==> config.mk <==
export PLATFORM = sky130hd
export DESIGN_NAME = reflectance_channel_conditioner_core
export DESIGN_NICKNAME = d
export VERILOG_FILES = /design/src/rcc_pkg.sv /design/src/rcc_div.sv /design/src/reflectance_channel_conditioner_core.sv
export SDC_FILE = /design/constraint.sdc
export NUM_CORES = 2
export LEC_CHECK = 0
export BUFFER_PORTS_ARGS = -buffer_cell sky130_fd_sc_hd__buf_2
export CELL_PAD_IN_SITES_DETAIL_PLACEMENT = 2
export CELL_PAD_IN_SITES_GLOBAL_PLACEMENT = 2
export CORE_MARGIN = 4
export CORE_UTILIZATION = 35
export DETAILED_ROUTE_END_ITERATION = 8
export PLACE_DENSITY = 0.7
export REMOVE_ABC_BUFFERS = 1
export SLEW_MARGIN = 0
export SYNTH_ARGS = -nofsm -noshare
export SYNTH_HDL_FRONTEND = slang
export SYNTH_SLANG_ARGS = --single-unit
==> constraint.sdc <==
create_clock -name i_clk -period 10.5 [get_ports i_clk]
set_input_delay 1.575 -clock i_clk [delete_from_list [all_inputs] [get_ports i_clk]]
set_output_delay 1.575 -clock i_clk [all_outputs]
set_load 0.02 [all_outputs]
==> src/rcc_pkg.sv <==
`default_nettype none

package rcc_pkg;

    // Field widths
    localparam int unsigned SAMPLE_W  = 12;
    localparam int unsigned CH_W      = 3;
    localparam int unsigned NORM_W    = 10;

    // Calibration register file
    localparam int unsigned CAL_REGS  = 7;
    localparam int unsigned CFG_IDX_W = 3;
    localparam int unsigned CFG_W     = 34;

    // Calibration word layout
    localparam int unsigned CAL_BLACK_LSB = 0;
    localparam int unsigned CAL_WHITE_LSB = 12;
    localparam int unsigned CAL_THR_LSB   = 24;
    localparam int unsigned CAL_THR_W     = 10;

    // Incoming request: one channel, five ambient and five reflected samples
    typedef struct packed {
        logic [CH_W-1:0]     channel;
        logic [SAMPLE_W-1:0] ambient_sample_0;
        logic [SAMPLE_W-1:0] ambient_sample_1;
        logic [SAMPLE_W-1:0] ambient_sample_2;
        logic [SAMPLE_W-1:0] ambient_sample_3;
        logic [SAMPLE_W-1:0] ambient_sample_4;
        logic [SAMPLE_W-1:0] reflect_sample_0;
        logic [SAMPLE_W-1:0] reflect_sample_1;
        logic [SAMPLE_W-1:0] reflect_sample_2;
        logic [SAMPLE_W-1:0] reflect_sample_3;
        logic [SAMPLE_W-1:0] reflect_sample_4;
    } t_in_req;

    // Outgoing result
    typedef struct packed {
        logic [CH_W-1:0]     out_channel;
        logic [SAMPLE_W-1:0] effective_level;
        logic [SAMPLE_W-1:0] averaged_level;
        logic [NORM_W-1:0]   normalized_level;
        logic                line_detected;
    } t_out_req;

endpackage

`default_nettype wire

==> src/rcc_div.sv <==
`default_nettype none

// Radix-4 restoring divider, two quotient bits per cycle
module rcc_div #(
    parameter int unsigned DVW = 22,
    parameter int unsigned DSW = 12
) (
    input  wire logic           i_clk,
    input  wire logic           i_rst_n,
    input  wire logic           i_start,
    input  wire logic [DVW-1:0] i_dividend,
    input  wire logic [DSW-1:0] i_divisor,
    output logic                o_done,
    output logic [DVW-1:0]      o_quotient
);

    localparam int unsigned ITER = (DVW + 1) / 2;
    localparam int unsigned QW   = 2 * ITER;
    localparam int unsigned CNW  = $clog2(ITER + 1);

    logic [QW-1:0]  r_q;
    logic [DSW-1:0] r_rem;
    logic [DSW-1:0] r_dvs;
    logic [CNW-1:0] r_cnt;
    logic           r_busy;
    logic           r_done;

    logic [DSW:0]   w_t1, w_t2;
    logic           w_ge1, w_ge2;
    logic [DSW-1:0] w_r1, w_r2;

    // Two dependent compare-subtract steps
    always_comb begin
        w_t1  = {r_rem, r_q[QW-1]};
        w_ge1 = (w_t1 >= {1'b0, r_dvs});
        w_r1  = w_ge1 ? DSW'(w_t1 - {1'b0, r_dvs}) : DSW'(w_t1);
        w_t2  = {w_r1, r_q[QW-2]};
        w_ge2 = (w_t2 >= {1'b0, r_dvs});
        w_r2  = w_ge2 ? DSW'(w_t2 - {1'b0, r_dvs}) : DSW'(w_t2);
    end

    // Control
    always_ff @(posedge i_clk) begin
        if (!i_rst_n) begin
            r_busy <= 1'b0;
            r_done <= 1'b0;
            r_cnt  <= '0;
        end else begin
            r_done <= 1'b0;
            if (i_start) begin
                r_busy <= 1'b1;
                r_cnt  <= CNW'(ITER);
            end else if (r_busy) begin
                r_cnt <= r_cnt - 1'b1;
                if (r_cnt == CNW'(1)) begin
                    r_busy <= 1'b0;
                    r_done <= 1'b1;
                end
            end
        end
    end

    // Datapath: dividend bits leave at the top, quotient bits enter at the bottom
    always_ff @(posedge i_clk) begin
        if (i_start) begin
            r_q   <= QW'(i_dividend);
            r_rem <= '0;
            r_dvs <= i_divisor;
        end else if (r_busy) begin
            r_q   <= {r_q[QW-3:0], w_ge1, w_ge2};
            r_rem <= w_r2;
        end
    end

    assign o_done     = r_done;
    assign o_quotient = r_q[DVW-1:0];

endmodule

`default_nettype wire

==> src/reflectance_channel_conditioner_core.sv <==
// Steps: median filters, effective level, history write, history read, average,
//   normalization, line decision, result. The divider is skipped when white <= black
//   or the average is not strictly inside black..white; an unknown channel goes to
//   the result directly. Requests are taken one at a time; the divider (two bits a
//   cycle) runs at most once per request; history memory is read one entry a cycle.
// Reset: synchronous, active low; clears calibration, history valid bits, pointers and
//   line states. History entries not yet written read as zero.
`default_nettype none

module reflectance_channel_conditioner_core #(
    parameter int unsigned CHANNELS      = 7,
    parameter int unsigned MEDIAN_TAPS   = 5,
    parameter int unsigned AVERAGE_DEPTH = 4,
    parameter int unsigned NORM_MAX      = 999
) (
    input  wire logic                              i_clk,
    input  wire logic                              i_rst_n,
    input  wire logic                              i_req_valid,
    output logic                                   o_req_ready,
    input  wire rcc_pkg::t_in_req                  i_req,
    output logic                                   o_rsp_valid,
    input  wire logic                              i_rsp_ready,
    output rcc_pkg::t_out_req                      o_rsp,
    input  wire logic                              i_cfg_wr_en,
    input  wire logic [rcc_pkg::CFG_IDX_W-1:0]     i_cfg_idx,
    input  wire logic [rcc_pkg::CFG_W-1:0]         i_cfg_wdata
);

    localparam int unsigned SW        = rcc_pkg::SAMPLE_W;
    localparam int unsigned MT        = (MEDIAN_TAPS > 5) ? 5 : MEDIAN_TAPS;
    localparam int unsigned MID       = MT / 2;
    localparam int unsigned MEM_DEPTH = CHANNELS * AVERAGE_DEPTH;
    localparam int unsigned AW        = (MEM_DEPTH > 1) ? $clog2(MEM_DEPTH) : 1;
    localparam int unsigned CHW       = (CHANNELS > 1) ? $clog2(CHANNELS) : 1;
    localparam int unsigned PTRW      = $clog2(AVERAGE_DEPTH);
    localparam int unsigned SUMW      = SW + $clog2(AVERAGE_DEPTH);
    localparam int unsigned NW        = $clog2(NORM_MAX + 1);
    localparam int unsigned CW        = (NW > rcc_pkg::NORM_W) ? NW : rcc_pkg::NORM_W;
    localparam int unsigned PW        = SW + NW;
    localparam int unsigned DVW       = PW;
    // Average by reciprocal multiply: exact floor for every sum below 2**SUMW
    localparam int unsigned RSH       = SUMW + $clog2(AVERAGE_DEPTH);
    localparam int unsigned RCP       = ((2 ** RSH) + AVERAGE_DEPTH - 1) / AVERAGE_DEPTH;
    localparam int unsigned APW       = SUMW + RSH;

    typedef enum logic [10:0] {
        ST_IDLE      = 11'b000_0000_0001,
        ST_EFF       = 11'b000_0000_0010,
        ST_WRITE     = 11'b000_0000_0100,
        ST_READ      = 11'b000_0000_1000,
        ST_LAST      = 11'b000_0001_0000,
        ST_AVG       = 11'b000_0010_0000,
        ST_NORM      = 11'b000_0100_0000,
        ST_NORM_GO   = 11'b000_1000_0000,
        ST_NORM_WAIT = 11'b001_0000_0000,
        ST_LINE      = 11'b010_0000_0000,
        ST_DONE      = 11'b100_0000_0000
    } t_state;

    // Median by rank: ties broken by sample position
    function automatic logic [SW-1:0] f_median(input logic [4:0][SW-1:0] v);
        logic [2:0]    rank;
        logic [SW-1:0] med;
        med = v[0];
        for (int i = 0; i < MT; i++) begin
            rank = '0;
            for (int j = 0; j < MT; j++) begin
                if ((j != i) && ((v[j] < v[i]) || ((v[j] == v[i]) && (j < i)))) begin
                    rank = rank + 1'b1;
                end
            end
            if (rank == 3'(MID)) begin
                med = v[i];
            end
        end
        return med;
    endfunction

    t_state                   r_state, n_state;
    logic [rcc_pkg::CFG_W-1:0] r_cal [rcc_pkg::CAL_REGS];
    logic [PTRW-1:0]          r_ptr [CHANNELS];
    logic                     r_lstate [CHANNELS];
    logic                     r_hv [MEM_DEPTH];
    logic [SW-1:0]            r_mem [MEM_DEPTH];

    logic [rcc_pkg::CH_W-1:0] r_ch;
    logic                     r_ch_ok;
    logic [SW-1:0]            r_amb, r_ref, r_eff, r_avg, r_span;
    logic [AW-1:0]            r_base;
    logic [PTRW-1:0]          r_idx;
    logic                     r_rd_live, r_rd_ok;
    logic [SW-1:0]            r_rd_data;
    logic [SUMW-1:0]          r_sum;
    logic [PW-1:0]            r_prod;
    logic [CW-1:0]            r_norm;
    logic                     r_line;
    rcc_pkg::t_out_req        r_out;
    logic                     r_out_valid;

    logic                     w_accept, w_out_free;
    logic [CHW-1:0]           w_ci;
    logic [rcc_pkg::CFG_W-1:0] w_cal;
    logic [SW-1:0]            w_black, w_white;
    logic [rcc_pkg::CAL_THR_W-1:0] w_thr_raw;
    logic [CW-1:0]            w_thr;
    logic [AW-1:0]            w_wr_addr, w_rd_addr;
    logic                     w_div_start, w_div_done;
    logic [DVW-1:0]           w_dvd, w_quot;
    logic [SW-1:0]            w_dvs;
    logic [APW-1:0]           w_avg_prod;

    assign w_accept    = i_req_valid && o_req_ready;
    assign o_req_ready = (r_state == ST_IDLE);
    assign w_out_free  = !r_out_valid || i_rsp_ready;
    assign w_ci        = r_ch[CHW-1:0];

    // Calibration fields of the current channel
    assign w_cal     = r_cal[r_ch];
    assign w_black   = w_cal[rcc_pkg::CAL_BLACK_LSB +: SW];
    assign w_white   = w_cal[rcc_pkg::CAL_WHITE_LSB +: SW];
    assign w_thr_raw = w_cal[rcc_pkg::CAL_THR_LSB +: rcc_pkg::CAL_THR_W];
    assign w_thr     = (CW'(w_thr_raw) > CW'(NORM_MAX)) ? CW'(NORM_MAX) : CW'(w_thr_raw);

    assign w_wr_addr = r_base + AW'(r_ptr[w_ci]);
    assign w_rd_addr = r_base + AW'(r_idx);

    // History sum times the reciprocal of the depth
    assign w_avg_prod = APW'(r_sum) * APW'(RCP);

    // Divider for the span mapping
    assign w_div_start = (r_state == ST_NORM_GO);
    assign w_dvd = DVW'(r_prod);
    assign w_dvs = r_span;

    rcc_div #(
        .DVW (DVW),
        .DSW (SW)
    ) u_div (
        .i_clk      (i_clk),
        .i_rst_n    (i_rst_n),
        .i_start    (w_div_start),
        .i_dividend (w_dvd),
        .i_divisor  (w_dvs),
        .o_done     (w_div_done),
        .o_quotient (w_quot)
    );

    // Sequencer
    always_comb begin
        n_state = r_state;
        case (r_state)
            ST_IDLE:      if (w_accept) n_state = ST_EFF;
            ST_EFF:       n_state = (32'(r_ch) < CHANNELS) ? ST_WRITE : ST_DONE;
            ST_WRITE:     n_state = ST_READ;
            ST_READ:      if (r_idx == PTRW'(AVERAGE_DEPTH - 1)) n_state = ST_LAST;
            ST_LAST:      n_state = ST_AVG;
            ST_AVG:       n_state = ST_NORM;
            ST_NORM: begin
                if ((w_white > w_black) && (r_avg > w_black) && (r_avg < w_white)) begin
                    n_state = ST_NORM_GO;
                end else begin
                    n_state = ST_LINE;
                end
            end
            ST_NORM_GO:   n_state = ST_NORM_WAIT;
            ST_NORM_WAIT: if (w_div_done) n_state = ST_LINE;
            ST_LINE:      n_state = ST_DONE;
            ST_DONE:      if (w_out_free) n_state = ST_IDLE;
            default:      n_state = ST_IDLE;
        endcase
    end

    // Control state
    always_ff @(posedge i_clk) begin
        if (!i_rst_n) begin
            r_state     <= ST_IDLE;
            r_out_valid <= 1'b0;
            r_rd_live   <= 1'b0;
            for (int k = 0; k < rcc_pkg::CAL_REGS; k++) r_cal[k] <= '0;
            for (int k = 0; k < CHANNELS; k++) begin
                r_ptr[k]    <= '0;
                r_lstate[k] <= 1'b0;
            end
            for (int k = 0; k < MEM_DEPTH; k++) r_hv[k] <= 1'b0;
        end else begin
            r_state   <= n_state;
            r_rd_live <= (r_state == ST_READ);

            // calibration writes
            if (i_cfg_wr_en && (32'(i_cfg_idx) < rcc_pkg::CAL_REGS)) begin
                r_cal[i_cfg_idx] <= i_cfg_wdata;
            end

            // history write and pointer advance
            if (r_state == ST_WRITE) begin
                r_hv[w_wr_addr] <= 1'b1;
                r_ptr[w_ci] <= (r_ptr[w_ci] == PTRW'(AVERAGE_DEPTH - 1)) ?
                               '0 : r_ptr[w_ci] + 1'b1;
            end

            // line decision, held on equality
            if (r_state == ST_LINE) begin
                if (r_norm < w_thr) begin
                    r_lstate[w_ci] <= 1'b1;
                end else if (r_norm > w_thr) begin
                    r_lstate[w_ci] <= 1'b0;
                end
            end

            // result register
            if ((r_state == ST_DONE) && w_out_free) begin
                r_out_valid <= 1'b1;
            end else if (i_rsp_ready) begin
                r_out_valid <= 1'b0;
            end
        end
    end

    // History memory, one write and one registered read port
    always_ff @(posedge i_clk) begin
        if (r_state == ST_WRITE) begin
            r_mem[w_wr_addr] <= r_eff;
        end
        r_rd_data <= r_mem[w_rd_addr];
        r_rd_ok   <= r_hv[w_rd_addr];
    end

    // Datapath
    always_ff @(posedge i_clk) begin
        case (r_state)
            ST_IDLE: begin
                if (w_accept) begin
                    r_ch  <= i_req.channel;
                    r_amb <= f_median({i_req.ambient_sample_4, i_req.ambient_sample_3,
                                       i_req.ambient_sample_2, i_req.ambient_sample_1,
                                       i_req.ambient_sample_0});
                    r_ref <= f_median({i_req.reflect_sample_4, i_req.reflect_sample_3,
                                       i_req.reflect_sample_2, i_req.reflect_sample_1,
                                       i_req.reflect_sample_0});
                end
            end
            ST_EFF: begin
                r_eff   <= (r_ref > r_amb) ? r_ref - r_amb : '0;
                r_ch_ok <= (32'(r_ch) < CHANNELS);
                r_base  <= AW'(32'(r_ch) * AVERAGE_DEPTH);
                r_avg   <= '0;
                r_norm  <= '0;
                r_line  <= 1'b0;
            end
            ST_WRITE: begin
                r_idx <= '0;
                r_sum <= '0;
            end
            ST_READ: begin
                r_idx <= r_idx + 1'b1;
            end
            ST_AVG: begin
                r_avg <= w_avg_prod[RSH +: SW];
            end
            ST_NORM: begin
                // clamp cases resolved here; the in-span case goes to the divider
                if (w_white <= w_black) begin
                    r_norm <= CW'(NORM_MAX / 2);
                end else if (r_avg <= w_black) begin
                    r_norm <= '0;
                end else if (r_avg >= w_white) begin
                    r_norm <= CW'(NORM_MAX);
                end
                r_prod <= PW'(r_avg - w_black) * PW'(NORM_MAX);
                r_span <= w_white - w_black;
            end
            ST_NORM_WAIT: begin
                if (w_div_done) r_norm <= w_quot[CW-1:0];
            end
            ST_LINE: begin
                if (r_norm < w_thr) begin
                    r_line <= 1'b1;
                end else if (r_norm > w_thr) begin
                    r_line <= 1'b0;
                end else begin
                    r_line <= r_lstate[w_ci];
                end
            end
            ST_DONE: begin
                if (w_out_free) begin
                    r_out.out_channel      <= r_ch;
                    r_out.effective_level  <= r_eff;
                    r_out.averaged_level   <= r_avg;
                    r_out.normalized_level <= r_norm[rcc_pkg::NORM_W-1:0];
                    r_out.line_detected    <= r_line & r_ch_ok;
                end
            end
            default: begin
            end
        endcase

        // accumulate history reads as they return
        if (r_rd_live) begin
            r_sum <= r_sum + (r_rd_ok ? SUMW'(r_rd_data) : '0);
        end
    end

    assign o_rsp_valid = r_out_valid;
    assign o_rsp       = r_out;

endmodule

`default_nettype wire
* Word-level counts from Yosys, hierarchy flattened
Memory sizes are Yosys's and may differ from the RTL's. A register that Yosys moved wholly into a read port is not among the register bits.
Cells that the tools add are included.
** Word-level totals
- Register bits :: 219
- Latch bits :: 0
- Bits in writable memories :: 623
- Memory bits (read-only) :: 0
- Bits of input ports :: 165
- Output and inout port bits :: 40
- Logic and storage cells :: 381
- Memories kept :: 5
** Operators by class
- $add $sub $neg :: 35
- Multipliers :: 1
- Divide/modulo/power cells :: 0
- $lt $le $gt $ge :: 46
- Eq/ne operators :: 47
- Shifts and indexed selects :: 0
- Mux-type cells :: 171
- Bitwise gates (word level) :: 4
- Reductions and logical operators :: 44
** Memories
- r_mem :: depth 28, bits a word 12, read ports 1, clocked after Yosys merged registers in 1, write ports 1, line reflectance_channel_conditioner_core.sv:84 : logic [SW-1:0] r_mem [MEM_DEPTH];
- r_cal :: depth 7, bits a word 34, read ports 1, clocked after Yosys merged registers in 1, write ports 7, line reflectance_channel_conditioner_core.sv:80 : logic [rcc_pkg::CFG_W-1:0] r_cal [rcc_pkg::CAL_REGS];
- r_hv :: depth 28, bits a word 1, read ports 1, clocked after Yosys merged registers in 1, write ports 28, line reflectance_channel_conditioner_core.sv:83 : logic r_hv [MEM_DEPTH];
- r_ptr :: depth 7, bits a word 2, read ports 1, clocked after Yosys merged registers in 1, write ports 7, line reflectance_channel_conditioner_core.sv:81 : logic [PTRW-1:0] r_ptr [CHANNELS];
- r_lstate :: depth 7, bits a word 1, read ports 1, clocked after Yosys merged registers in 1, write ports 7, line reflectance_channel_conditioner_core.sv:82 : logic r_lstate [CHANNELS];
** Operator list (number)
- < comparator 12 bit :: 33
- 2-to-1 mux 3 bit :: 94
- == test 12 bit :: 20
- 2-to-1 mux 12 bit :: 11
- case mux 11 bit (11 select lines) :: 1
- adder 3 x 1 -> 3 bit, second input constant :: 24
- 2-to-1 mux 10 bit :: 6
- 2-to-1 mux 11 bit :: 5
- subtractor 12 bit :: 4
- 2-to-1 mux 22 bit :: 2
- 2-to-1 mux 1 bit :: 40
- > comparator 12 bit :: 3
- 2-to-1 mux 34 bit :: 1
- OR reduction 34 bit :: 1
- case mux 10 bit (3 select lines) :: 1
- 2-to-1 mux 14 bit :: 2
- greater-or-equal comparator 13 x 12 -> 1 bit :: 2
- == test 3 x 2 -> 1 bit, second input constant :: 8
- less-or-equal comparator 12 bit :: 2
- case mux 12 bit (2 select lines) :: 1
- multiplier 13 x 11 -> 22 bit, second input constant :: 1
- logical OR 1 bit :: 21
- adder 14 x 12 -> 14 bit :: 1
- subtractor 12 x 12 -> 13 bit :: 1
- other kinds (42) :: 63

* Logic depth before layout (Yosys ltp)
- Word-level depth :: 22
- Depth in mapped cells :: 32
- Gate-level depth less buffers :: 28

* By module
From an unflattened synthesis, not the netlist that was laid out.
** Unflattened totals
- Cell total of the unflattened synthesis :: 3860
- Area total of the unflattened synthesis :: 49555.0 µm²
** By module, submodules not included
- reflectance_channel_conditioner_core :: instances 1, cells each 3524, area each 45957.8 µm², sequential area each 24403.4 µm²
- rcc_div :: instances 1, cells each 336, area each 3597.2 µm², sequential area each 1381.3 µm²

* Worst setup path after synthesis
No wires, ideal clock.
- Path kind :: register to register
- Start point :: reg (tool-made name)
- End point :: reg r_prod[21], data pin
- Library setup time :: 0.263 ns
- Data arrival time :: 7.831 ns
- Required time :: 10.237 ns
- Slack :: 2.406 ns
- Stages on the path, launching flop included :: 26
- Buffers on the path :: 4
- Clock period less this slack :: 8.094 ns
- Cells stage by stage :: dfxtp_1 -> buf_2 -> buf_2 -> clkbuf_1 -> clkbuf_1 -> mux4_2 -> mux2_2 -> ha_1 -> fa_1 -> nor2b_1 -> o21ai_0 -> nand2b_1 -> a221oi_2 -> o211ai_1 -> inv_1 -> ha_1 -> xnor2_1 -> fa_1 -> inv_1 -> fa_1 -> fa_1 -> fa_1 -> ha_1 -> o41ai_2 -> o21ai_0 -> xor2_1
** RTL lines
- to (signal assigned) :: line reflectance_channel_conditioner_core.sv:269 : r_prod <= PW'(r_avg - w_black) * PW'(NORM_MAX);
- to (decl) :: line reflectance_channel_conditioner_core.sv:94 : logic [PW-1:0] r_prod;

==> out/metrics.cfg <==
[status]
status=completed

[global_routing]
grt_pass1_vias=37641
grt.met2_usage_pct=37.1
antenna_found_initial=13
grt_pass1_wl_um=242000
grt_util_met3_pct=3.75
grt_usage_pct=21.7
grt_max_degree=82
grt_overflow=0
grt-busiest-layer=met2
use_met1_pct=28.7

[logic_synthesis]
synth_seq_cells=899
ys_top_cells_by_area=edfxtp_1, ha_1, mux4_2
synth_edf_count=778
yosysTopAreaCellShare_pct=47.2
yosysWarnings=0
synth_commonest_cells=edfxtp_1, ha_1, nor2_1
yosysUniqueCellTypes=107
yosysMostFrequentCell=edfxtp_1
syn_area_per_cell_um2=12.5
synthArstFlopShare_pct=0
yosysTopAreaCell=edfxtp_1
synth_ff_type=edfxtp_1
netlist_area_um2=49500
ys_seq_area_share_pct=52.1
synthCells=3954

[floorplan]
fp.dieH_um=384
design.die.area_um2=148000
io_pins=205
die_w_um=384
num_rows=137
start_util_pct=35.4
coreArea_um2=140000

[drt]
vias_per_cell=5.42
drt-total-wl_um=161000
dr.pass1.iters=5
drtAntennaViolNets=0
drc=0
drt_iter0_markers=2051
wire_per_inst_um=26.1
vias=33542

[placement]
numPortBuffers=204
place_hpwl_um=116000
preCtsSetupSlack_ns=1.78
place.gp.congestion=0.851
dpl_cell_area_um2=53100

[worst_setup_path]
endpoint_kind=flop
start_kind=flop
slowest_stage=dfxtp_4
cp_max_fo=32
worst_path_most_repeated_cell=fa_1
cpPeakStageDelay_ns=0.78
crit_arrival_ns=9.17
worst-endpoint-required_ns=10.95
path_cells=mux4_2 > mux2i_1 > ha_1 > nor2b_1 > o21a_1 > o21ai_0 > nand2b_1 > a21o_1 > xor2_1 > fa_1 > fa_1 > fa_1 > fa_1 > inv_1 > fa_1 > inv_1 > ha_1 > a21oi_1 > o31ai_1 > a221oi_1 > o21ai_0 > o41ai_2 > o21ai_0 > xor2_1
reg2regPathDepth=24
cp.depth=24
crit_family=adder cells
cp_num_buf_inv=2
crit_type=reg2reg

[clock_network]
clockRootBuffer=clkbuf_16
post_cts_buffers=0
cts_resized=0
h-tree-depth=3
path_clk_slew_ns=0.06
ctsLongestPathBuffers=3
cts_tree=yes
postCtsHoldBufs=0
clock-sinks=899
cts_buffers=96
clock_latency_ns=0.73

[power]
ir_drop_v=0.00122
p_leak_nw=22.1
p_per_area_nw_per_um2=388
p_total_w=0.0218

[finish]
register_area_um2=25800
final_cell_area_um2=56400
multi_input_area_um2=22100
fill_cells=14318
nNetsFinal=4873
drive_above_1_share_pct=16.7
area_growth_pct=13.9

[timing]
rsz0062_at_grt=false
fmax_ghz=0.115
drv_slew=0
tightest_slew_ns=1.39
tns_ns=0
skew_ns=0.0573
setup_slack_ns=1.77
hold_viol_final=0
setup_viol=0
relSlewSlack_pct=7.24
period_minus_slack_ns=8.73
finalCritPeriodShare_pct=83.1

[worst_hold_path]
hp-class=reg2reg
hold_depth=0

[run]
max_cap_violations=0

## path summary, 6_finish.rpt
| kind | start | to | slack (ns) |
|---|---|---|---|
| setup reg to reg | flop | r_prod[21] | 1.77 |
| hold / removal | r_span[1] | u_div.r_dvs[1] | 0.42 |
| setup / recovery | flop | r_prod[21] | 1.77 |
| hold reg to reg | r_span[1] | u_div.r_dvs[1] | 0.42 |
## power by group
part | internal, W | leakage [nW] | switching (W)
combinational | 0.00576 | 12.3 | 0.00766
clock | 0.00204 | 1.60 | 0.00152
sequential | 0.00478 | 8.16 | 0.0000963
total | 0.0126 | 22.1 | 0.00927
## flip-flops by register name, indices dropped and copies added (netlist names), 8 cells and up, named ones only
signal and cells:
r_eff 12, o_rsp 38, r_hv 32, r_amb 12
r_rd_data 12, r_cal 272, r_prod 22, r_state 11
r_lstate 8, u_div.o_quotient 22, r_ptr 16, r_mem 336
u_div.r_dvs 12, r_span 12, r_sum 14, r_norm 10
r_ref 12, u_div.r_rem 12, r_avg 12
## cell type report
type | instances | area share, %
sequential | 899 | 45.7
multi-input combinational | 2618 | 39.2
tap | 1876 | 4.16
antenna | 3 | 0.0133
clock buffer | 137 | 4.82
clock inverter | 43 | 1.03
inverter | 332 | 2.21
timing repair buffer | 275 | 2.81
## per-layer routing
metal / vias to the layer above / part of all wire, %
li1: 15143 / -
met1: 17514 / 44
met2: 700 / 49
met3: 183 / 4.9
met4: 2 / 2.3
met5: - / 0.0081
## kinds of logic (layout without fill, tap and decap cells)
kind of cell,count (synthesis),in the layout,synth area share (%)
adder cells (fa/ha/maj),487,487,13.4
multiplexers,282,282,10.0
AND/OR/NAND/NOR,1088,1088,10.6
XOR/XNOR,92,92,1.64
AO/OA/AOI/OAI,634,634,8.54
buffers and inverters,471,787,3.74
other,1,38,0.00757
flip-flops,899,899,52.1
## metrics by stage
| stage | util, % | hold slack (ns) | instances |
|---|---|---|---|
| final | 40.3 | 0.422 | 6183 |
| after global routing | 40.3 | 0.432 | 6180 |
| after CTS | 40.2 | 0.422 | 6179 |
| after floorplan | - | 0.400 | 3849 |
| after global placement | 37.9 | 0.406 | 5999 |
| after detailed placement | 37.9 | 0.407 | 5999 |
## layout by cell type (no fill, tap or decap), types with 11 or more instances in the layout
cell,Yosys,layout
or3_1,14,14
a21oi_1,191,191
nand3_1,54,53
clkbuf_1,97,26
xnor2_1,63,63
o21a_1,21,21
or2_2,18,18
nand2b_1,34,32
clkinv_2,0,17
xor2_1,28,28
and3_1,27,27
edfxtp_1,778,778
o211ai_1,30,30
clkbuf_16,0,97
o21ai_0,118,117
and2_1,72,72
o22ai_1,14,14
a22o_1,12,12
clkbuf_8,0,14
conb_1,1,35
mux2_2,31,31
mux4_2,166,166
a21o_1,76,76
a311oi_1,13,13
nor2_1,398,398
nand4_1,75,75
o31ai_1,18,18
o21ai_1,18,18
nor2b_1,65,64
buf_2,26,204
ha_1,416,416
buf_4,3,69
nor4_1,11,11
dfxtp_1,121,118
nor3_1,56,47
mux2i_1,82,82
nand2_1,214,210
fa_1,70,70
inv_1,330,329
Note: power is estimated with default switching activity, not from simulation.
